<file path="src/rtl/core/lbcd_ram.sv">
// ----------------------------------------------------------------------------
// lbcd_ram
// generic simple dual port ram, one write port, one registered read port
// ----------------------------------------------------------------------------
module lbcd_ram #(
  parameter int WIDTH = 8,
  parameter int DEPTH = 16
) (
  input  logic                     clk,
  input  logic                     we,
  input  logic [$clog2(DEPTH)-1:0] waddr,
  input  logic [WIDTH-1:0]         wdata,
  input  logic                     re,
  input  logic [$clog2(DEPTH)-1:0] raddr,
  output logic [WIDTH-1:0]         rdata
);

  logic [WIDTH-1:0] mem [DEPTH];

  always_ff @(posedge clk) begin
    if (we) begin
      mem[waddr] <= wdata;
    end
    if (re) begin
      rdata <= mem[raddr];
    end
  end

endmodule

</file>
<file path="config.mk">
export PLATFORM = sky130hd
export DESIGN_NAME = lbcd_ram
export DESIGN_NICKNAME = d
export VERILOG_FILES = /design/src/rtl/core/lbcd_ram.sv
export SDC_FILE = /design/constraint.sdc
export NUM_CORES = 1
export LEC_CHECK = 0
export ABC_AREA = 0
export BUFFER_PORTS_ARGS = -buffer_cell sky130_fd_sc_hd__buf_2
export CAP_MARGIN = 15
export CELL_PAD_IN_SITES_DETAIL_PLACEMENT = 1
export CELL_PAD_IN_SITES_GLOBAL_PLACEMENT = 1
export CORE_UTILIZATION = 49
export CTS_CLUSTER_DIAMETER = 30
export DETAILED_ROUTE_END_ITERATION = 7
export PLACE_DENSITY = 0.8
export SYNTH_ARGS = -nofsm -noshare
export SYNTH_HDL_FRONTEND = slang
export SYNTH_SLANG_ARGS = --single-unit
</file>
<file path="constraint.sdc">
create_clock -name clk -period 3.22 [get_ports clk]
set_input_delay 0.161 -clock clk [delete_from_list [all_inputs] [get_ports clk]]
set_output_delay 0.161 -clock clk [all_outputs]
set_load 0.005 [all_outputs]
</file>
Yosys cells after proc, flatten, opt, wreduce, memory -nomap -nowiden
Memories as Yosys holds them, arrays and structs flattened. A register that Yosys moved wholly into a read port is not among the register bits. Cells that the tools add are included.

Mux-type cells: 2.

Operators with widths (number): 1-bit two-way mux (2).

Input port bits: 19. Register bits after elaboration: 0. Output and inout bits: 8. Memory bits (writable): 128. Memories: 1.

Memories: mem (depth 16, bits a word 8, rd ports 1, clocked after Yosys merged registers in 1, wr ports 1, line 18) `logic [WIDTH-1:0] mem [DEPTH];`.

Longest topological paths before layout
Word-level depth: 2. Mapped depth: 5.

Least setup slack after synthesis
OpenSTA, ideal clock, no wires.

Path type: input -> register. Start: in waddr[2]. End: mem mem[0][0] (enable). Cell stages on the path: 2. Data arrival time: 1.271 ns. Data required time: 2.837 ns. Setup time: 0.383 ns. Path slack: 1.566 ns. Cells stage by stage: or3b_2 nor3_1.

RTL lines: from (decl) (line 11) `input logic [$clog2(DEPTH)-1:0] waddr,`; to (decl) (line 18).

No word-level cell before the write port.

==> results by group <==
Worst setup path
  • Worst r2r src: mem[1][0]
  • Critical Path, Cell by Cell: mux4_1, a22oi_1, nand2_1
  • Critical path peak fanout: 1
  • Arr. time, crit path: 1.85 ns
  • Critical Path Source: mem[1][0]
  • CP endpoint kind: flop
  • CP max stage delay: 0.54 ns
  • CP max-delay cell: mux4_1
  • CP Launch Type: flop
  • CP required: 3.49 ns
  • Setup Crit Path Kind: flop to flop

Floorplanning
  • Io pins: 27
  • Die X: 105 µm
  • Die footprint: 11100 µm²
  • Die height: 105 µm
  • Num rows: 37
  • Starting Density: 50.6%
  • Core Area: 10300 µm²

Synthesis
  • Register bit total from synthesis: 136
  • Post-synthesis simple-gate area fraction: 3.14%
  • Cell taking the most area after synthesis: edfxtp_1
  • Library cells used by synthesis: 18
  • Synth Area in Compound Gates: 2.30%
  • Syn Nets: 248
  • Top cell type's share of synthesized area: 78.1%
  • Largest family of logic cells by synthesized area: multiplexers
  • Cells after synthesis: 229
  • Top cells by area, synth: edfxtp_1 (78%), mux4_2 (7.8%), mux4_1 (7.0%)
  • XOR/XNOR Fraction of Synth Area: 0%
  • Netlist Area Pre-Place: 5230 µm²
  • Synth Area in Adders: 0%
  • Post-synthesis mux area share: 14.8%
  • Post-synthesis sequential area ratio: 78.1%
  • Ys Warns: 0
  • Syn avg cell area: 22.8 µm²

Detailed routing
  • Antenna Nets Post-Route: 0
  • Post-Route WL: 10600 µm
  • Remaining DRCs: 0
  • Starting DRC count in detailed routing: 184
  • Vias/cell: 5.91
  • 1st-pass router iterations: 4
  • Drt wl/cell: 25.3 µm
  • Via Count: 2482

Clocking
  • Clk slew on worst S/H paths: 0.06 ns
  • CTS tree: yes
  • Clock buffer depth: 2
  • TritonCTS Buffers: 17
  • CTS Root Cell: clkbuf_8
  • Clock Sinks: 136
  • Clk Latency, worst-skew pair: 0.52 ns
  • H-tree lvl count: 4

STA
  • # setup viols final: 0
  • Tcrit/Tclk final: 49.1%
  • Fmax achieved: 632 MHz
  • Max Slew Vio Count: 0
  • Final Critical Period: 1.58 ns
  • RSZ-0062 raised after global routing: false
  • Final Hold Vio Count: 0
  • Skew final: 0.00586 ns
  • Setup TNS: 0 ns
  • Hold Slack: 0.0318 ns
  • Slew margin rel.: 32.7%
  • Measured slew at the worst slew-check pin: 1.01 ns

Cells and area
  • # diodes: 0
  • Finished Cell Area: 6050 µm²
  • Fin nets: 290
  • Area Growth Syn to Fin: 15.8%
  • Share of cells above drive strength 1: 26.8%

Global routing
  • Global route overflow: 0
  • Antenna violations before repair: 0
  • First-pass GRT wire length: 15800 µm
  • Largest net degree at the start of global routing: 33
  • Vias in the first global route: 2658
  • Gr usage total: 21.0%

Status
  • Status: completed

Power and ir drop
  • Leakage: 0.00202 µW
  • Pwr/cell area: 664 nW/µm²
  • Maximum VDD drop: 0.280 mV

Place
  • Final Wtd Congestion: 0.704
  • Port Buf Inserts: 26
  • DP HPWL: 6600 µm
  • Area after DPL: 5490 µm²

Job
  • Max Cap Violations: 0

Min path
  • Hold Path Origin: wdata[0]
  • Worst Hold Class: input port to flop
[path summary, 6_finish.rpt]
kind | to | slack [ns] | cells past startpoint
setup / recovery | rdata[0] | 1.64 | 3
hold / removal | mem[2][0] | 0.03 | 1
setup reg to reg | rdata[0] | 1.64 | 3
hold reg to reg | rdata[3] | 0.77 | 3
[cells in the mapped netlist, drive strengths merged]
library cell and n:
nand2 9, mux4 32, and2b 1, clkdlybuf4s25 3, buf 7, or3b 1
a22oi 16, and2 1, nor2b 1, nand3 1, nor2 13, nand2b 2
nor3 4, nand3b 2, edfxtp 136
[stage by stage]
step / utilization, % / worst slack, ns / cells / power (µW)
after global placement: 53.1 / 1.29 / 387 / 2210
after detailed placement: 53.1 / 1.29 / 387 / 2220
after CTS: 58.6 / 1.65 / 420 / 4040
after floorplan: - / 1.57 / 229 / 2140
final: 58.6 / 1.64 / 420 / 4020
after global routing: 58.6 / 1.63 / 420 / 4110
[cell families (layout without fill, tap and decap cells)]
logic type      count (synthesis)  in the layout
flops                         136            136
simple gates                   35             35
mux                            32             32
compound gates                 16             16
buf+inv                        10             65
[placed cells by master, fill, tap and decap left out, drive strengths merged]
master       count
clkinvlp         1
and2             1
nand3b           2
and2b            1
buf             32
or3b             1
nand2b           2
bufinv           3
dlygate4sd3      1
nor2b            1
clkbuf          20
nand3            1
edfxtp         136
nor2            13
a22oi           16
nand2            9
clkinv           8
mux4            32
nor3             4
[state kept, by name, summed over array words and instances (netlist names)]
name	count
rdata	8
mem	128
[layout make-up]
class	instances	area (µm²)
clock inverters	12	133
multi-input cells	83	1060
flip-flops and latches	136	4080
repair buffers	33	185
well taps	136	170
clock buffers	20	425
fillers	895	4270
[repair_timing]
| item | in CTS | in global routing |
|---|---|---|
| hold endpoints to repair | 8 | 0 |
| buffers inserted | 0 | 0 |
| hold buffers | 1 | 0 |
| resized for setup | 0 | 0 |
[power by group]
group          total, µW  internal, µW  leakage [µW]  switching (µW)
combinational        175          71.9      0.000508             103
clock               1840          1160      0.000272             675
sequential          2010          2000       0.00124            12.0
total               4020          3230       0.00202             790
[metal layers]
metal  up-vias  GRT usage [%]  share of wire (%)
li1       1065              -                  -
met3        17           5.69                5.1
met4         0           9.15                2.0
met1      1308           26.6                 43
met5         -              0                  0
met2        92           34.3                 50
[worst max-delay path: cells and delay by family (launching register included)]
kind	cells	cell delay, ns
muxes	1	0.54
DFF	1	0.37
AOI/OAI and AO/OA	1	0.32
and+or+nand+nor	1	0.10
No activity file was read; power rests on OpenSTA's default activity.
